[config.mk]
export PLATFORM = sky130hd
export DESIGN_NAME = keyword_identifier_tokenizer
export DESIGN_NICKNAME = d
export VERILOG_FILES = /design/src/rtl/kit_pkg.sv /design/src/rtl/kit_front.sv /design/src/rtl/kit_queue.sv /design/src/rtl/kit_back.sv /design/src/rtl/keyword_identifier_tokenizer.sv
export SDC_FILE = /design/constraint.sdc
export NUM_CORES = 1
export LEC_CHECK = 0
export BUFFER_PORTS_ARGS = -buffer_cell sky130_fd_sc_hd__buf_2
export CORE_MARGIN = 2
export CORE_UTILIZATION = 50
export CTS_CLUSTER_DIAMETER = 120
export DETAILED_ROUTE_END_ITERATION = 6
export PLACE_DENSITY = 0.7
export SLEW_MARGIN = 20
export SYNTH_ARGS = -nofsm -noshare
export SYNTH_HDL_FRONTEND = slang
export SYNTH_HIERARCHICAL = 1
export SYNTH_SLANG_ARGS = --single-unit
[constraint.sdc]
create_clock -name clock -period 6.3 [get_ports clock]
set_clock_uncertainty 0.15 [all_clocks]
set_input_delay 0.945 -clock clock [delete_from_list [all_inputs] [get_ports clock]]
set_output_delay 0.945 -clock clock [all_outputs]
set_load 0.005 [all_outputs]
[src/rtl/kit_pkg.sv]
// Shared types, constants and helper functions for the keyword/identifier tokenizer.
// No dependencies; every other file of the block imports this package.
`timescale 1ns / 1ps
`default_nettype none

package kit_pkg;

   // Token text capacity in bytes (2..8) and width of the line counter (8..32).
   localparam int TEXT_BYTES  = 8;
   localparam int LINE_WIDTH  = 16;
   localparam int LINE_EXT_W  = (LINE_WIDTH > 16) ? LINE_WIDTH : 16;

   // Request queue between front and back.
   localparam int QUEUE_DEPTH = 4;
   localparam int QPTR_W      = $clog2(QUEUE_DEPTH);
   localparam int QCNT_W      = $clog2(QUEUE_DEPTH + 1);

   localparam logic [7:0] CH_NUL = 8'h00;
   localparam logic [7:0] CH_LF  = 8'h0A;
   localparam logic [7:0] CH_TAB = 8'h09;
   localparam logic [7:0] CH_CR  = 8'h0D;
   localparam logic [7:0] CH_SP  = 8'h20;

   localparam logic [63:0] KW_LET = 64'h0000_0000_0074_656C;
   localparam logic [63:0] KW_VAR = 64'h0000_0000_0072_6176;
   localparam logic [63:0] KW_FN  = 64'h0000_0000_0000_6E66;

   typedef enum logic [4:0] {
      KIND_EOF    = 5'd0,
      KIND_LET    = 5'd1,
      KIND_VAR    = 5'd2,
      KIND_FN     = 5'd3,
      KIND_IDENT  = 5'd4,
      KIND_NUMBER = 5'd5,
      KIND_ASSIGN = 5'd6,
      KIND_PLUS   = 5'd7,
      KIND_MINUS  = 5'd8,
      KIND_STAR   = 5'd9,
      KIND_SLASH  = 5'd10,
      KIND_SEMI   = 5'd11,
      KIND_LPAREN = 5'd12,
      KIND_RPAREN = 5'd13,
      KIND_LBRACE = 5'd14,
      KIND_RBRACE = 5'd15,
      KIND_COLON  = 5'd16
   } kind_type;

   // Scanner state, one-hot.
   typedef enum logic [2:0] {
      MODE_IDLE   = 3'b001,
      MODE_IDENT  = 3'b010,
      MODE_NUMBER = 3'b100
   } mode_type;

   // Result slots of one bundle, in delivery order.
   typedef enum logic [1:0] {
      SLOT_FLUSH  = 2'd0,
      SLOT_SINGLE = 2'd1,
      SLOT_EOF    = 2'd2
   } slot_type;

   // Everything one source byte produces: a flushed token, a one-byte token, EOF.
   typedef struct packed {
      logic        has_flush;
      kind_type    flush_kind;
      logic [63:0] flush_text;
      logic [7:0]  flush_len;
      logic        flush_trunc;
      logic        has_single;
      kind_type    single_kind;
      logic [7:0]  single_byte;
      logic        has_eof;
      logic [15:0] line_pre;
      logic [15:0] line_post;
   } bundle_type;

   function automatic logic is_letter(input logic [7:0] c);
      return (c >= 8'h61 && c <= 8'h7A) || (c >= 8'h41 && c <= 8'h5A) || (c == 8'h5F);
   endfunction

   function automatic logic is_digit(input logic [7:0] c);
      return (c >= 8'h30 && c <= 8'h39);
   endfunction

   // Punctuation kind, KIND_EOF when the byte is no punctuation.
   function automatic kind_type punct_kind(input logic [7:0] c);
      kind_type k;
      unique case (c)
         8'h3D:   k = KIND_ASSIGN;
         8'h2B:   k = KIND_PLUS;
         8'h2D:   k = KIND_MINUS;
         8'h2A:   k = KIND_STAR;
         8'h2F:   k = KIND_SLASH;
         8'h3B:   k = KIND_SEMI;
         8'h28:   k = KIND_LPAREN;
         8'h29:   k = KIND_RPAREN;
         8'h7B:   k = KIND_LBRACE;
         8'h7D:   k = KIND_RBRACE;
         8'h3A:   k = KIND_COLON;
         default: k = KIND_EOF;
      endcase
      return k;
   endfunction

   // Clamp the line counter to the 16-bit output field.
   function automatic logic [15:0] sat_line(input logic [LINE_WIDTH-1:0] v);
      logic [LINE_EXT_W-1:0] ext;
      ext = LINE_EXT_W'(v);
      return (ext > LINE_EXT_W'(16'hFFFF)) ? 16'hFFFF : ext[15:0];
   endfunction

endpackage

`default_nettype wire

[src/rtl/kit_front.sv]
// Front end of the tokenizer: scanner state, byte classification and bundle build.
// Depends on kit_pkg.
`timescale 1ns / 1ps
`default_nettype none

module kit_front
   import kit_pkg::*;
(
   input  wire logic       clock,
   input  wire logic       reset,
   input  wire logic       accept,
   input  wire logic [7:0] ch,
   input  wire logic       last,
   output logic            push,
   output bundle_type      bundle
);

   mode_type                mode_ff, mode_in;
   logic [LINE_WIDTH-1:0]   line_ff, line_in;
   logic [63:0]             text_ff, text_in;
   logic [7:0]              len_ff, len_in;

   logic                    letter, digit, fin, append, start;
   kind_type                pk, start_kind, flush_kind;
   logic [63:0]             text_app, flush_text;
   logic [7:0]              len_app, flush_len;
   logic                    flush_trunc;
   logic [LINE_WIDTH-1:0]   line_next;

   always_comb begin
      letter = is_letter(ch);
      digit  = is_digit(ch);
      pk     = punct_kind(ch);
      fin    = last || (ch == CH_NUL);
      append = ((mode_ff == MODE_IDENT) && (letter || digit)) ||
               ((mode_ff == MODE_NUMBER) && digit);
      start      = !append && (letter || digit);
      start_kind = letter ? KIND_IDENT : KIND_NUMBER;

      // Place the byte at the current length while it still fits.
      text_app = text_ff;
      for (int i = 0; i < TEXT_BYTES; i++) begin
         if (len_ff == 8'(i)) begin
            text_app[8*i +: 8] = ch;
         end
      end
      len_app = (len_ff == 8'hFF) ? 8'hFF : len_ff + 8'd1;

      flush_text  = append ? text_app : text_ff;
      flush_len   = append ? len_app : len_ff;
      flush_trunc = (flush_len > 8'(TEXT_BYTES));
      flush_kind  = KIND_NUMBER;
      if (mode_ff == MODE_IDENT) begin
         flush_kind = KIND_IDENT;
         if (!flush_trunc && flush_len == 8'd3 && flush_text == KW_LET) begin
            flush_kind = KIND_LET;
         end else if (!flush_trunc && flush_len == 8'd3 && flush_text == KW_VAR) begin
            flush_kind = KIND_VAR;
         end else if (!flush_trunc && flush_len == 8'd2 && flush_text == KW_FN) begin
            flush_kind = KIND_FN;
         end
      end

      line_next = line_ff;
      if (!append && ch == CH_LF && line_ff != {LINE_WIDTH{1'b1}}) begin
         line_next = line_ff + LINE_WIDTH'(1);
      end

      bundle.has_flush   = (mode_ff != MODE_IDLE) && (!append || fin);
      bundle.flush_kind  = flush_kind;
      bundle.flush_text  = flush_text;
      bundle.flush_len   = flush_len;
      bundle.flush_trunc = flush_trunc;
      // A token started on the final byte is flushed at once as a one-byte token.
      bundle.has_single  = !append && ((start && fin) || (pk != KIND_EOF));
      bundle.single_kind = start ? start_kind : pk;
      bundle.single_byte = ch;
      bundle.has_eof     = fin;
      bundle.line_pre    = sat_line(line_ff);
      bundle.line_post   = sat_line(line_next);

      push = accept && (bundle.has_flush || bundle.has_single || bundle.has_eof);

      mode_in = mode_ff;
      line_in = line_ff;
      text_in = text_ff;
      len_in  = len_ff;
      if (accept) begin
         priority if (fin) begin
            mode_in = MODE_IDLE;
            line_in = LINE_WIDTH'(1);
            text_in = '0;
            len_in  = '0;
         end else if (append) begin
            text_in = text_app;
            len_in  = len_app;
            line_in = line_next;
         end else if (start) begin
            mode_in = letter ? MODE_IDENT : MODE_NUMBER;
            text_in = {56'd0, ch};
            len_in  = 8'd1;
            line_in = line_next;
         end else begin
            mode_in = MODE_IDLE;
            text_in = '0;
            len_in  = '0;
            line_in = line_next;
         end
      end
   end

   always_ff @(posedge clock) begin
      if (reset) begin
         mode_ff <= MODE_IDLE;
         line_ff <= LINE_WIDTH'(1);
         text_ff <= '0;
         len_ff  <= '0;
      end else begin
         mode_ff <= mode_in;
         line_ff <= line_in;
         text_ff <= text_in;
         len_ff  <= len_in;
      end
   end

endmodule

`default_nettype wire

[src/rtl/kit_queue.sv]
// Short bundle queue that decouples the tokenizer front end from the emitter.
// Depends on kit_pkg.
`timescale 1ns / 1ps
`default_nettype none

module kit_queue
   import kit_pkg::*;
(
   input  wire logic       clock,
   input  wire logic       reset,
   input  wire logic       push,
   input  bundle_type      push_data,
   output logic            full,
   input  wire logic       pop,
   output logic            head_valid,
   output bundle_type      head
);

   bundle_type          entry_ff [QUEUE_DEPTH];
   logic [QPTR_W-1:0]   wr_ff, wr_in, rd_ff, rd_in;
   logic [QCNT_W-1:0]   count_ff, count_in;
   logic                do_push, do_pop;

   always_comb begin
      full       = (count_ff == QCNT_W'(QUEUE_DEPTH));
      head_valid = (count_ff != '0);
      head       = entry_ff[rd_ff];
      do_push    = push && !full;
      do_pop     = pop && head_valid;

      wr_in = wr_ff;
      rd_in = rd_ff;
      if (do_push) begin
         wr_in = (wr_ff == QPTR_W'(QUEUE_DEPTH - 1)) ? '0 : wr_ff + QPTR_W'(1);
      end
      if (do_pop) begin
         rd_in = (rd_ff == QPTR_W'(QUEUE_DEPTH - 1)) ? '0 : rd_ff + QPTR_W'(1);
      end
      count_in = count_ff + QCNT_W'(do_push) - QCNT_W'(do_pop);
   end

   always_ff @(posedge clock) begin
      if (do_push) begin
         entry_ff[wr_ff] <= push_data;
      end
   end

   always_ff @(posedge clock) begin
      if (reset) begin
         wr_ff    <= '0;
         rd_ff    <= '0;
         count_ff <= '0;
      end else begin
         wr_ff    <= wr_in;
         rd_ff    <= rd_in;
         count_ff <= count_in;
      end
   end

endmodule

`default_nettype wire

[src/rtl/kit_back.sv]
// Back end of the tokenizer: walks the slots of each bundle into the result register.
// Depends on kit_pkg.
`timescale 1ns / 1ps
`default_nettype none

module kit_back
   import kit_pkg::*;
(
   input  wire logic        clock,
   input  wire logic        reset,
   input  wire logic        head_valid,
   input  bundle_type       head,
   output logic             pop,
   output logic             out_valid,
   input  wire logic        out_ready,
   output kind_type         out_kind,
   output logic [15:0]      out_line,
   output logic [63:0]      out_text,
   output logic [7:0]       out_len,
   output logic             out_trunc,
   output logic             out_last
);

   slot_type      phase_ff, phase_in, sel;
   logic          valid_ff, valid_in;
   kind_type      kind_ff, kind_in;
   logic [15:0]   line_ff, line_in;
   logic [63:0]   text_ff, text_in;
   logic [7:0]    len_ff, len_in;
   logic          trunc_ff, trunc_in, last_ff, last_in;
   logic [2:0]    present, remain;
   logic          load, more;

   always_comb begin
      present = {head.has_eof, head.has_single, head.has_flush};
      unique case (phase_ff)
         SLOT_FLUSH:  remain = present;
         SLOT_SINGLE: remain = present & 3'b110;
         SLOT_EOF:    remain = present & 3'b100;
         default:     remain = present;
      endcase

      priority if (remain[0]) begin
         sel  = SLOT_FLUSH;
         more = remain[1] || remain[2];
      end else if (remain[1]) begin
         sel  = SLOT_SINGLE;
         more = remain[2];
      end else begin
         sel  = SLOT_EOF;
         more = 1'b0;
      end

      load = head_valid && (!valid_ff || out_ready);
      pop  = load && !more;

      valid_in = valid_ff;
      phase_in = phase_ff;
      kind_in  = kind_ff;
      line_in  = line_ff;
      text_in  = text_ff;
      len_in   = len_ff;
      trunc_in = trunc_ff;
      last_in  = last_ff;
      if (out_ready) begin
         valid_in = 1'b0;
      end
      if (load) begin
         valid_in = 1'b1;
         last_in  = !more;
         phase_in = more ? slot_type'(sel + 2'd1) : SLOT_FLUSH;
         unique case (sel)
            SLOT_FLUSH: begin
               kind_in  = head.flush_kind;
               line_in  = head.line_pre;
               text_in  = head.flush_text;
               len_in   = head.flush_len;
               trunc_in = head.flush_trunc;
            end
            SLOT_SINGLE: begin
               kind_in  = head.single_kind;
               line_in  = head.line_pre;
               text_in  = {56'd0, head.single_byte};
               len_in   = 8'd1;
               trunc_in = 1'b0;
            end
            default: begin
               kind_in  = KIND_EOF;
               line_in  = head.line_post;
               text_in  = '0;
               len_in   = '0;
               trunc_in = 1'b0;
            end
         endcase
      end
   end

   always_ff @(posedge clock) begin
      if (reset) begin
         valid_ff <= 1'b0;
         phase_ff <= SLOT_FLUSH;
      end else begin
         valid_ff <= valid_in;
         phase_ff <= phase_in;
      end
   end

   always_ff @(posedge clock) begin
      kind_ff  <= kind_in;
      line_ff  <= line_in;
      text_ff  <= text_in;
      len_ff   <= len_in;
      trunc_ff <= trunc_in;
      last_ff  <= last_in;
   end

   assign out_valid = valid_ff;
   assign out_kind  = kind_ff;
   assign out_line  = line_ff;
   assign out_text  = text_ff;
   assign out_len   = len_ff;
   assign out_trunc = trunc_ff;
   assign out_last  = last_ff;

endmodule

`default_nettype wire

[src/rtl/keyword_identifier_tokenizer.sv]
// Top level of the keyword/identifier tokenizer: front end, bundle queue, emitter.
// Depends on kit_pkg, kit_front, kit_queue and kit_back.
//
// One ASCII source byte enters per request on req_*; tokens leave one per
// request on rsp_*. Space, tab and CR are skipped, LF advances the line count,
// identifiers (checked against let, var and fn) and decimal numbers are
// gathered across bytes, and = + - * / ; ( ) { } : give one-byte tokens. A zero
// byte or req_tlast ends the source: the pending token goes out, then an EOF
// token, and the scanner returns to its reset state. Token text keeps the first
// TEXT_BYTES bytes; longer tokens carry their saturated length and the
// truncated flag. rsp_tlast marks the last token caused by one source byte.
// Rate: the front end takes a byte every cycle as long as the four-entry
// queue has room; the emitter sends one token per cycle while rsp_tready is
// high, a byte causes 0 to 3 tokens, and the sustained rate is one byte per
// cycle for sources with at most one token per byte while rsp_tready is high.
// A token passes through the queue and then the result register on its way out.
// There is no clearing pass after reset.
`timescale 1ns / 1ps
`default_nettype none

module keyword_identifier_tokenizer
   import kit_pkg::*;
(
   input  wire logic        clock,
   input  wire logic        reset,
   // Request: source byte
   input  wire logic        req_tvalid,
   output logic             req_tready,
   input  wire logic [7:0]  req_tdata,   // [7:0] ch
   input  wire logic        req_tlast,   // last byte of the source
   // Response: tokens
   output logic             rsp_tvalid,
   input  wire logic        rsp_tready,
   output logic [95:0]      rsp_tdata,   // [15:0] line_number, [79:16] token_text,
                                         // [87:80] text_length, [88] truncated, rest zero
   output logic [4:0]       rsp_tuser,   // [4:0] token_kind
   output logic             rsp_tlast    // last token of one source byte
);

   logic          accept, push, full, pop, head_valid;
   bundle_type    bundle, head;
   kind_type      out_kind;
   logic [15:0]   out_line;
   logic [63:0]   out_text;
   logic [7:0]    out_len;
   logic          out_trunc;

   // Take a byte whenever the queue has room; a byte with no tokens is just absorbed.
   assign req_tready = !full;
   assign accept     = req_tvalid && req_tready;

   kit_front u_front (
      .clock  (clock),
      .reset  (reset),
      .accept (accept),
      .ch     (req_tdata),
      .last   (req_tlast),
      .push   (push),
      .bundle (bundle)
   );

   kit_queue u_queue (
      .clock      (clock),
      .reset      (reset),
      .push       (push),
      .push_data  (bundle),
      .full       (full),
      .pop        (pop),
      .head_valid (head_valid),
      .head       (head)
   );

   kit_back u_back (
      .clock      (clock),
      .reset      (reset),
      .head_valid (head_valid),
      .head       (head),
      .pop        (pop),
      .out_valid  (rsp_tvalid),
      .out_ready  (rsp_tready),
      .out_kind   (out_kind),
      .out_line   (out_line),
      .out_text   (out_text),
      .out_len    (out_len),
      .out_trunc  (out_trunc),
      .out_last   (rsp_tlast)
   );

   // Pack the token fields, lowest field first, padded to whole bytes.
   assign rsp_tdata = {7'd0, out_trunc, out_len, out_text, out_line};
   assign rsp_tuser = out_kind;

endmodule

`default_nettype wire

Word-level counts from Yosys, hierarchy flattened. Memories as Yosys holds them, arrays and structs flattened. A register that Yosys moved wholly into a read port is not among the register bits. Cells that the tools add are included. W data, S select, Z words.

Bits in read-only memories: 0. Bits in latches: 0. Word-level logic and storage cells: 165. Register bits: 196. Input port bits: 13. Output and inout bits: 104. RAM bits: 504. Memories: 1.

Memories: u_queue.entry_ff (depth 4, bits a word 126, read ports 1, clocked after Yosys merged registers in 1, wr ports 1, RTL line kit_queue.sv:19) `bundle_type entry_ff [QUEUE_DEPTH];`.

Bitwise operators: 0. Add/sub/neg operators: 7. Reduce and logical (&&, ||, !) cells: 46. Order comparisons: 9. Equal/unequal tests: 37. Multipliers: 0. Mux-type cells: 50. Shift-type cells: 0. Divide/modulo/power cells: 0.

Operators by type and width (count): $mux W64 (3); $eq A64 B23 Y1 const B (2); $pmux W64 S2 (1); $mux W8 (13); $mux W16 (5); $eq A8 B6 Y1 const B (9); $eq A64 B15 Y1 const B (1); $pmux W5 S11 (1); $eq A8 B2 Y1 const B (4); $eq A8 B3 Y1 const B (4); $gt A16 B16 Y1 const B (2); $eq A8 B7 Y1 const B (3); $logic_and A1 B1 Y1 (22); $mux W5 (4); $add A16 B1 Y16 const B (1); $ge A8 B7 Y1 const B (2); $le A8 B7 Y1 const B (2); $logic_not A8 Y1 (2); $ne A16 B16 Y1 const B (1); $pmux W8 S2 (1); $mux W3 (5); $mux W2 (7); $logic_or A1 B1 Y1 (11); $pmux W5 S2 (1); 25 further kinds (42).

Logic depth before layout (Yosys ltp). Gate-level depths: netlist of the first run.

Depth after elaboration: 18. Depth in mapped cells: 21. Mapped depth without buffers: 19.

By module. Netlist of the first run, hierarchy kept.

Modules (own cells, without submodules): kit_queue (area an instance 18636.6 um^2, instances 1, cells each 709); kit_front (area an instance 5925.7 um^2, instances 1, cells each 765); kit_back (area an instance 3882.5 um^2, instances 1, cells each 232); keyword_identifier_tokenizer (area an instance 73.8 um^2, instances 1, cells each 11).

Least setup slack after synthesis of the first run. No wires, ideal clock.

Kind: input port to flip-flop. Start point: input port req_tdata[2]. End point: memory u_queue/entry_ff[3][0] in the netlist's numbering (enable). Path slack: -0.291 ns. Setup time: 0.501 ns. Cell stages on the path: 10. Buffers on the path: 2. Data required time: 5.649 ns. Arrival: 5.941 ns. Cell sequence: buf_2 -> or2_2 -> o41ai_2 -> o21a_1 -> nor2_1 -> clkbuf_1 -> a22oi_1 -> nor3_1 -> nor2_1 -> and3_1.

RTL lines: from (decl) (RTL line keyword_identifier_tokenizer.sv:29) `input wire logic [7:0] req_tdata,`; to (decl) (RTL line kit_queue.sv:19).

==> results of run 1 <==
[synthesized netlist by cell type (19+ instances only)]
library cell	instances	area (um^2)
and3_1	76	475
dfxtp_1	103	2060
mux4_2	126	2840
inv_1	23	86.3
clkbuf_1	66	248
o21ai_0	31	155
nand2_1	68	255
a22oi_1	68	510
edfxtp_1	599	18000
nand3_1	21	105
a21oi_1	31	155
nor2_1	140	526
mux2_2	54	608
buf_2	21	105
buf_4	21	158
nor2b_1	19	119
[where the power goes]
part	internal, mW	leakage, nW	switching (mW)
Clock	2.55	1.16	1.73
Combinational	0.948	3.43	1.28
Sequential	5.81	6.48	0.180
Total	9.31	11.1	3.19
[tightest hold or removal path: cells and delay by family (launching register included)]
family / cells / cell delay [ns]
AOI/OAI and AO/OA: 1 / 0.06
DFF: 1 / 0.33
and+or+nand+nor: 1 / 0.07
[path summary, 6_finish.rpt]
path,endpoint,startpoint
max reg2reg,u_queue/count_ff[2]$_SDFF_PP0_,u_queue/count_ff[1]$_SDFF_PP0_
min,u_front/text_ff[5]$_SDFFE_PP0P_,u_front/text_ff[5]$_SDFFE_PP0P_
max,u_queue/count_ff[2]$_SDFF_PP0_,req_tdata[1]
min reg2reg,u_front/text_ff[5]$_SDFFE_PP0P_,u_front/text_ff[5]$_SDFFE_PP0P_
[metrics by stage]
| stage | instance area (um^2) | setup slack [ns] |
|---|---|---|
| floorplan | 28500 | 0.998 |
| global placement | 29700 | 1.06 |
| detailed placement | 29700 | 0.836 |
| CTS | 32100 | 1.47 |
| global route | 32200 | 1.10 |
| finish | 32200 | 1.44 |
[layout by cell type, fill, tap and decap left out, types with 6 or more instances in the layout]
cell / count
conb_1: 9
nand2b_1: 10
clkinv_2: 6
ha_1: 12
bufinv_16: 7
nor4_1: 13
clkbuf_1: 17
clkbuf_16: 77
a22oi_1: 68
xnor2_1: 8
and2_1: 9
and3_1: 72
buf_12: 8
o21ai_0: 31
edfxtp_1: 599
dfxtp_1: 101
mux4_2: 126
nor2_1: 140
a21oi_1: 31
mux2_4: 9
buf_2: 108
and3b_1: 8
mux2_1: 7
mux2i_1: 13
inv_1: 23
mux2_2: 54
nand4_1: 7
a31oi_1: 6
buf_4: 20
clkinv_1: 13
a22o_1: 13
nor3_1: 16
a21o_1: 8
nor2b_1: 18
xor2_1: 6
nand3_1: 21
nand2_1: 68
[logic make-up (layout without fill, tap and decap cells)]
| group | Yosys count | after routing | synth area share |
|---|---|---|---|
| compound gates | 204 | 204 | 0.0497 |
| simple gates | 428 | 428 | 0.0777 |
| other cells | 2 | 11 | 0.000263 |
| flops | 702 | 702 | 0.703 |
| mux | 209 | 209 | 0.133 |
| buf+inv | 143 | 292 | 0.0254 |
| xor+xnor | 14 | 14 | 0.00430 |
| fa+ha+maj | 15 | 15 | 0.00676 |
[sequential cells by signal (all words and copies together), names as in the netlist, named ones only]
signal / count
u_back/phase_ff: 2
u_back/out_valid: 1
u_back/out_trunc: 1
u_queue/rd_ff: 2
u_front/text_ff: 64
u_front/len_ff: 8
u_back/out_kind: 5
u_front/mode_ff: 3
u_back/out_line: 16
u_queue/count_ff: 3
u_back/out_len: 8
u_front/line_ff: 16
u_back/out_text: 64
u_back/out_last: 1
u_queue/entry_ff: 504
u_queue/wr_ff: 2
[per-layer routing]
metal / part of all wire / routed length [um] / up-vias / global-route usage
li1: - / - / 6933 / -
met1: 0.45 / 27200 / 8065 / 0.302
met2: 0.47 / 28800 / 537 / 0.323
met3: 0.060 / 3650 / 83 / 0.0332
met4: 0.018 / 1090 / 0 / 0.0641
met5: 0 / 0 / - / 0
[final cells by class]
class	instances	area, um^2	share of cell area
Clock inverter	35	374	0.0116
Inverter	24	90.1	0.00280
Clock buffer	96	2020	0.0627
Timing Repair Buffer	137	878	0.0273
Sequential cell	702	20100	0.624
Multi-Input combinational cell	879	7800	0.242
Tap cell	756	946	0.0294
Antenna cell	2	5.00	0.000156
==> impl_metrics.csv, run 1 <==
group,metric,value,unit
detailed_routing,drt-initial-drc-count,1471,
synth,synth_area_per_cell,16.6,um^2
setup_path,required,6.68,ns
timing,fin_setup_tns,0,ns
clock_tree,clk_latency,0.62,ns
synth,synth_seq_area_share,0.703,
final_layout,instances_no_fill,2631,
status,status,"completed",
clock_tree,cts_made_buffers,73,
setup_path,cp_common_cell,"inv_1",
setup_path,cp_num_buf_inv,4,
place,gp_congestion,0.851,
clock_tree,cts_hold_buf,0,
synth,syn_area,28500,um^2
final_layout,n_fill_cell,4377,
clock_tree,cts.sinks,702,
global_routing,grt_usage,0.207,
timing,post-route-period-util,0.772,
synth,synth_cell_type_count,78,
floorplan,dieArea,59000,um^2
floorplan,core,56400,um^2
final_layout,layout.nets,1844,
timing,worst_pin_slew,1.06,ns
clock_tree,cts_tree,"yes",
setup_path,cpPeakStageDelay,0.48,ns
detailed_routing,drc_errors,0,
global_routing,grt_pass1_vias,15728,
final_layout,area_growth_syn_to_layout,12.8,%
final_layout,final_util,0.570,
power,powerDensity,389,nW/um^2
synth,synth-edff-count,599,
synth,ys_seq_elements,702,
clock_tree,post_cts_buffers,0,
floorplan,die_h,243,um
place,port_buffers,109,
detailed_routing,wl_per_cell,23.1,um
clock_tree,clkTransAtPathRegs,0.06,ns
setup_path,path_cells,"buf_2 -> nor2_1 -> o2111ai_1 -> o31a_1 -> nand2_1 -> o211ai_1 -> nor3_1 -> nor2_1 -> and2_4 -> inv_1 -> ha_1 -> inv_1 -> ha_1 -> inv_1 -> fa_1 -> xor2_1 -> and2_1 -> nor3_1",
power,leakage,11.1,nW
setup_path,worstSetupStartpointType,"primary input",
setup_path,arrival,5.25,ns
setup_path,cp_num_cells,18,
detailed_routing,drtPass1Iterations,6,
timing,setup_viol,0,
timing,slew_headroom,0.284,
floorplan,placementRows,87,
detailed_routing,dr_total_vias,15618,
setup_path,worstRegToRegCells,16,
clock_tree,cts_buffer_depth,3,
global_routing,grt_max_degree,102,
detailed_routing,wl,60700,um
hold_path,worstHoldPathType,"reg -> reg",
synth,syn_inst,1717,
job,cap_violations,0,
setup_path,end_kind,"register",
floorplan,io_pins,117,
clock_tree,cts_resized,0,
global_routing,antenna_found_initial,2,
power,ir_drop,0.342,mV
timing,rsz0062_at_grt,"no",
clock_tree,htree_levels,3,
timing,report.final.hold_viol_count,0,
synth,ys_warn_count,6,
timing,finalMaxSlewViolations,0,
place,hpwlAfterDp,36800,um
clock_tree,cts_root_buf,"clkbuf_16",
synth,synth_flop_cell,"edfxtp_1",
power,p_total,12.5,mW
timing,holdWs,0.343,ns
detailed_routing,antenna_left,0,
setup_path,ff2ff_setup_slack,2.08,ns
setup_path,cpMaxStageDelayCell,"buf_2",
synth,synth-async-reset-ratio,0,
detailed_routing,viasPerCell,5.94,
floorplan,die_w,243,um
final_layout,layout-drive-gt1-share,0.245,
timing,fmax,206,MHz
setup_path,critPathTopFamily,"simple AND/OR/NAND/NOR gates",
timing,min_period,4.86,ns
place,place_inst,2497,
setup_path,cp_max_fo,31,
floorplan,initial_utilization,0.506,
global_routing,grt_pass1_wl,94200,um
setup_path,critical_path_class,"in -> reg",
global_routing,overflow,0,
hold_path,hold_depth,2,
Power figures use the tool's default switching activity.
==> inputs of run 2 (changes only) <==
==> constraint.sdc (replaced) <==
create_clock -name clock -period 4 [get_ports clock]
set_clock_uncertainty 0.15 [all_clocks]
set_input_delay 0.6 -clock clock [delete_from_list [all_inputs] [get_ports clock]]
set_output_delay 0.6 -clock clock [all_outputs]
set_load 0.005 [all_outputs]
==> run 2 against run 1 <==
  * Clock power up 63%
  * Cell count up 2.7%
  * Sequential power up 57%
  * Via count up 1.8%
  * Worst hold slack worse by 0.21 ns
  * Highest routed layer unchanged
  * Die area unchanged
  * Register-to-register slack worse by 1.9 ns
  * Power up 61%
==> impl_metrics.csv, run 2 (synthesized netlist as in run 1, its figures left out) <==
group,metric,value,unit
global_routing,grt_usage,0.211,
hold_path,worstHoldPathType,"in -> reg",
detailed_routing,wl_per_cell,23.0,um
floorplan,io_pins,117,
final_layout,layout.nets,1912,
detailed_routing,drc_errors,0,
job,cap_violations,0,
final_layout,final_common_cell,"edfxtp_1",
timing,setup_ws,0.144,ns
hold_path,whs_endpoint,"u_queue/entry_ff[0][37]$_DFFE_PP_",
place,dpl_cell_area,30400,um^2
global_routing,grt_pass1_vias,15892,
power,p_comb_frac,0.185,
timing,setup_viol,0,
place,gp_congestion,0.872,
setup_path,end_kind,"register",
clock_tree,cts.sinks,702,
hold_path,min_from,"req_tdata[4]",
global_routing,overflow,0,
clock_tree,clk_latency,0.62,ns
global_routing,grt_pass1_wl,95500,um
final_layout,largest_reg_flops,504,
floorplan,initial_utilization,0.506,
place,dpl_worst_slack,-0.167,ns
clock_tree,htree_levels,3,
global_routing,grt_max_degree,88,
timing,post-route-period-util,0.964,
setup_path,required,4.19,ns
setup_path,arrival,4.05,ns
setup_path,rr_startpoint,"u_front/len_ff[4]$_SDFFE_PP0P_",
power,powerDensity,611,nW/um^2
clock_tree,cts_tree,"yes",
setup_path,worstRegToRegCells,11,
floorplan,core,56400,um^2
setup_path,worstSetupStartpointType,"register",
detailed_routing,dr_total_vias,15896,
setup_path,ff2ff_setup_slack,0.14,ns
global_routing,antenna_found_initial,1,
status,status,"completed",
clock_tree,cts_root_buf,"clkbuf_16",
timing,worst_pin_slew,1.02,ns
final_layout,instances_no_fill,2701,
hold_path,hold_depth,1,
power,power_frac_seq,0.467,
place,port_buffers,109,
detailed_routing,viasPerCell,5.89,
place,place_inst,2566,
detailed_routing,wl,62300,um
timing,holdWs,0.138,ns
setup_path,r2r_end,"u_queue/entry_ff[2][122]$_DFFE_PP_",
detailed_routing,drt-initial-drc-count,1530,
clock_tree,cts_buffer_depth,3,
setup_path,cp_max_fo,12,
detailed_routing,antenna_left,0,
power,p_sw,5.12,mW
floorplan,placementRows,87,
timing,report.final.hold_viol_count,0,
timing,rsz0062_at_grt,"no",
power,p_int,15.0,mW
final_layout,top_register,"u_queue/entry_ff",
timing,min_period,3.86,ns
floorplan,dieArea,59000,um^2
power,ir_drop,0.496,mV
power,clock_power_share,0.347,
place,hpwlAfterDp,38700,um
clock_tree,cts_hold_buf,0,
clock_tree,clkTransAtPathRegs,0.06,ns
detailed_routing,drtPass1Iterations,6,
floorplan,die_w,243,um
power,sw_frac_of_total,0.255,
power,leakage,11.5,nW
final_layout,n_antenna_cell,0,
floorplan,die_h,243,um
power,p_total,20.1,mW
final_layout,area_growth_syn_to_layout,15.4,%
clock_tree,cts_made_buffers,72,
final_layout,final_cell_mix,"edfxtp_1, nor2_1, mux4_2",
timing,fmax,259,MHz
timing,slew_headroom,0.322,
setup_path,critical_path_class,"reg -> reg",
timing,finalMaxSlewViolations,0,
final_layout,layout-drive-gt1-share,0.281,
final_layout,final_cell_area,32900,um^2
## run 2: changes by cell type in the layout (fill, tap and decap cells not counted), moves of 5 or more
cell | previous run | this run
clkbuf_16 | 77 | 72
clkinv_1 | 13 | 7
buf_12 | 8 | 16
buf_4 | 20 | 82
bufinv_16 | 7 | 12
## run 2: area by class of cell
type / count / area [um^2]
fillers: 4279 / 23500
repair buffers: 206 / 1480
flip-flops and latches: 702 / 20100
inverters: 24 / 90.1
clock buffers: 97 / 1950
clock inverters: 37 / 537
multi-input cells: 879 / 7850
well taps: 756 / 946
## run 2: worst max-delay path by stage
stage | startpoint | end | slack, ns | cells past startpoint
floorplan | req_tdata[1] | u_queue/count_ff[2]$_SDFF_PP0_ | 0.002 | 19
global placement | req_tdata[2] | u_queue/entry_ff[1][121]$_DFFE_PP_ | 0.02 | 11
detailed placement | req_tdata[2] | u_queue/entry_ff[3][121]$_DFFE_PP_ | -0.17 | 11
CTS | u_front/len_ff[4]$_SDFFE_PP0P_ | u_queue/entry_ff[3][121]$_DFFE_PP_ | 0.09 | 9
global route | u_front/len_ff[4]$_SDFFE_PP0P_ | u_queue/entry_ff[1][122]$_DFFE_PP_ | 0.03 | 11
finish | u_front/len_ff[4]$_SDFFE_PP0P_ | u_queue/entry_ff[2][122]$_DFFE_PP_ | 0.14 | 11
## run 2: timing repair
item                       CTS  global route
setup endpoints to repair    0             4
setup buffers                0             1
gates resized for setup      0             1
## run 2: per-layer routing
metal,up-vias,part of all wire,global-route usage
met5,-,0,0
met1,8154,0.43,0.305
li1,7063,-,-
met4,0,0.016,0.0534
met3,80,0.068,0.0384
met2,599,0.48,0.336
## run 2: critical path, cell delays in order, from the launching register on
cell and delay, ns:
dfxtp_1 0.42, or4_4 0.62, nor3_4 0.24, buf_12 0.15
nand2_2 0.08, nor3_4 0.20, buf_4 0.22, mux2i_1 0.11
or4_1 0.58, or4_4 0.45, a21o_1 0.17, a21o_1 0.20
## run 2: power by group through the flow
stage,logic (mW),registers (mW),clock network (mW)
3_3_place_gp,3.77,9.52,0
6_report,3.72,9.39,6.99
3_5_place_dp,3.80,9.55,0
5_1_grt,4.03,9.47,7.42
2_1_floorplan,2.28,9.59,0
4_1_cts,3.82,9.41,7.12
## run 2: through the flow
step / TNS, ns / utilization
after global placement: 0 / 0.539
after global routing: 0 / 0.584
after detailed placement: -0.732 / 0.539
after CTS: 0 / 0.583
final: 0 / 0.584
after floorplan: 0 / -
==> inputs of run 3 (changes only) <==
--- a/config.mk
+++ b/config.mk
@@ -11,6 +11,7 @@
 export CTS_CLUSTER_DIAMETER = 120
 export DETAILED_ROUTE_END_ITERATION = 6
 export PLACE_DENSITY = 0.7
+export SETUP_SLACK_MARGIN = 0.4
 export SLEW_MARGIN = 20
 export SYNTH_ARGS = -nofsm -noshare
 export SYNTH_HDL_FRONTEND = slang
==> run 3 against run 2 <==
  * Sequential power about the same
  * Critical endpoint is now u_queue/entry_ff[1][122]$_DFFE_PP_
  * Setup slack improved by 0.29 ns
  * Utilization shrank 0.36 points
  * Global-route usage about the same
  * Non-clock buffer count fell by 2
==> impl_metrics.csv, run 3 (synthesized netlist as in run 1, its figures left out) <==
group,metric,value,unit
final_layout,seq_area,20100,um^2
timing,finalMaxSlewViolations,0,
timing,slew_headroom,0.328,
clock_tree,cts_made_buffers,71,
setup_path,required,4.20,ns
global_routing,grt_pass1_wl,95500,um
final_layout,final_util,0.580,
timing,fmax,280,MHz
timing,min_period,3.57,ns
detailed_routing,dr_total_vias,15792,
place,port_buffers,109,
final_layout,final_cell_mix,"edfxtp_1, nor2_1, mux4_2",
setup_path,critPathTopFamily,"simple AND/OR/NAND/NOR gates",
power,powerDensity,596,nW/um^2
detailed_routing,antenna_left,0,
timing,report.final.hold_viol_count,0,
setup_path,cpMaxStageDelayCell,"or4_4",
detailed_routing,drtPass1Iterations,6,
clock_tree,htree_levels,3,
clock_tree,cts_buffer_depth,3,
global_routing,grt_usage,0.211,
clock_tree,cts_tree,"yes",
clock_tree,cts_hold_buf,0,
final_layout,area_growth_syn_to_layout,14.6,%
setup_path,cpPeakStageDelay,0.55,ns
final_layout,top_register,"u_queue/entry_ff",
final_layout,final_common_cell,"edfxtp_1",
floorplan,dieArea,59000,um^2
place,hpwlAfterDp,37800,um
hold_path,worstHoldPathType,"in -> reg",
timing,post-route-period-util,0.893,
floorplan,core,56400,um^2
setup_path,cp_max_fo,4,
clock_tree,cts_root_buf,"clkbuf_16",
final_layout,n_antenna_cell,0,
clock_tree,clk_latency,0.61,ns
power,leakage,11.4,nW
setup_path,path_cells,"or4_4 -> nor3_4 -> nand2_2 -> nor3_4 -> mux2_4 -> or4_1 -> or4_4 -> a21o_1 -> a21o_1",
power,p_total,19.5,mW
floorplan,die_h,243,um
clock_tree,clkTransAtPathRegs,0.06,ns
final_layout,largest_reg_flops,504,
timing,fin_setup_tns,0,ns
final_layout,multi_input_area,7930,um^2
floorplan,die_w,243,um
setup_path,critical_path_class,"reg -> reg",
timing,rsz0062_at_grt,"yes",
final_layout,layout-drive-gt1-share,0.287,
timing,setup_viol,0,
global_routing,grt_max_degree,104,
setup_path,worstSetupStartpointType,"register",
clock_tree,cts.sinks,702,
job,cap_violations,0,
final_layout,n_fill_cell,4326,
status,status,"completed",
detailed_routing,drt-initial-drc-count,1357,
detailed_routing,wl_per_cell,22.8,um
detailed_routing,viasPerCell,5.86,
global_routing,overflow,0,
setup_path,end_kind,"register",
power,ir_drop,0.431,mV
final_layout,layout.nets,1909,
detailed_routing,drc_errors,0,
floorplan,placementRows,87,
floorplan,io_pins,117,
global_routing,antenna_found_initial,0,
timing,worst_pin_slew,1.01,ns
setup_path,cp_num_buf_inv,0,
place,gp_congestion,0.894,
setup_path,arrival,3.77,ns
global_routing,grt_pass1_vias,15969,
detailed_routing,wl,61400,um
floorplan,initial_utilization,0.506,
## run 3: changes by cell type in the layout (fill, tap and decap cells not counted), sizes merged
cell and change:
bufinv -10, inv -3, buf -2, clkinv +6, clkbuf +2
## run 3: worst reg2reg max path, cell delays in order (launching register included)
cell	delay, ns
dfxtp_4	0.35
or4_4	0.55
nor3_4	0.26
nand2_2	0.14
nor3_4	0.26
mux2_4	0.33
or4_1	0.46
or4_4	0.43
a21o_1	0.19
a21o_1	0.19
## run 3: area by class of cell
type                            count  area share
Clock buffer                       99      0.0633
Multi-Input combinational cell    879       0.243
Sequential cell                   702       0.614
Timing Repair Buffer              204      0.0423
Clock inverter                     30     0.00643
Inverter                           24     0.00276
Tap cell                          756      0.0289
## run 3: per-stage QoR
stage	cells	hold slack [ns]	worst slack, ns	cell area [um^2]
2_1_floorplan	1724	0.300	0.0528	28700
3_3_place_gp	2552	0.321	0.0239	30200
3_5_place_dp	2552	0.350	-0.0520	30200
4_1_cts	2686	0.123	0.379	32600
5_1_grt	2694	0.151	0.364	32700
6_report	2694	0.148	0.430	32700
## run 3: final timing paths
path / startpoint / to / slack [ns] / depth (start not counted)
worst max-delay path: u_front/len_ff[5]$_SDFFE_PP0P_ / u_queue/entry_ff[1][122]$_DFFE_PP_ / 0.43 / 9
worst min-delay path: req_tdata[7] / u_queue/entry_ff[1][40]$_DFFE_PP_ / 0.15 / 1
worst max register to register: u_front/len_ff[5]$_SDFFE_PP0P_ / u_queue/entry_ff[1][122]$_DFFE_PP_ / 0.43 / 9
worst min register to register: u_queue/rd_ff[0]$_SDFFE_PP0N_ / register / 0.36 / 2
## run 3: routing by layer
layer	track usage	vias up	part of all wire
met5	0	-	0
met4	0.0619	0	0.018
met3	0.0363	79	0.065
met2	0.330	563	0.48
met1	0.307	8092	0.44
li1	-	7058	-
## run 3: repair_timing
item                       CTS  global route
pin swaps                    5             9
setup buffers                5             8
setup endpoints to repair    9            10
resized for setup            8            12
## run 3: power by group
group	switching, mW	leakage [nW]	internal (mW)	total (mW)
Clock	2.68	1.13	3.75	6.43
Sequential	0.248	6.48	9.15	9.40
Combinational	2.10	3.79	1.57	3.67
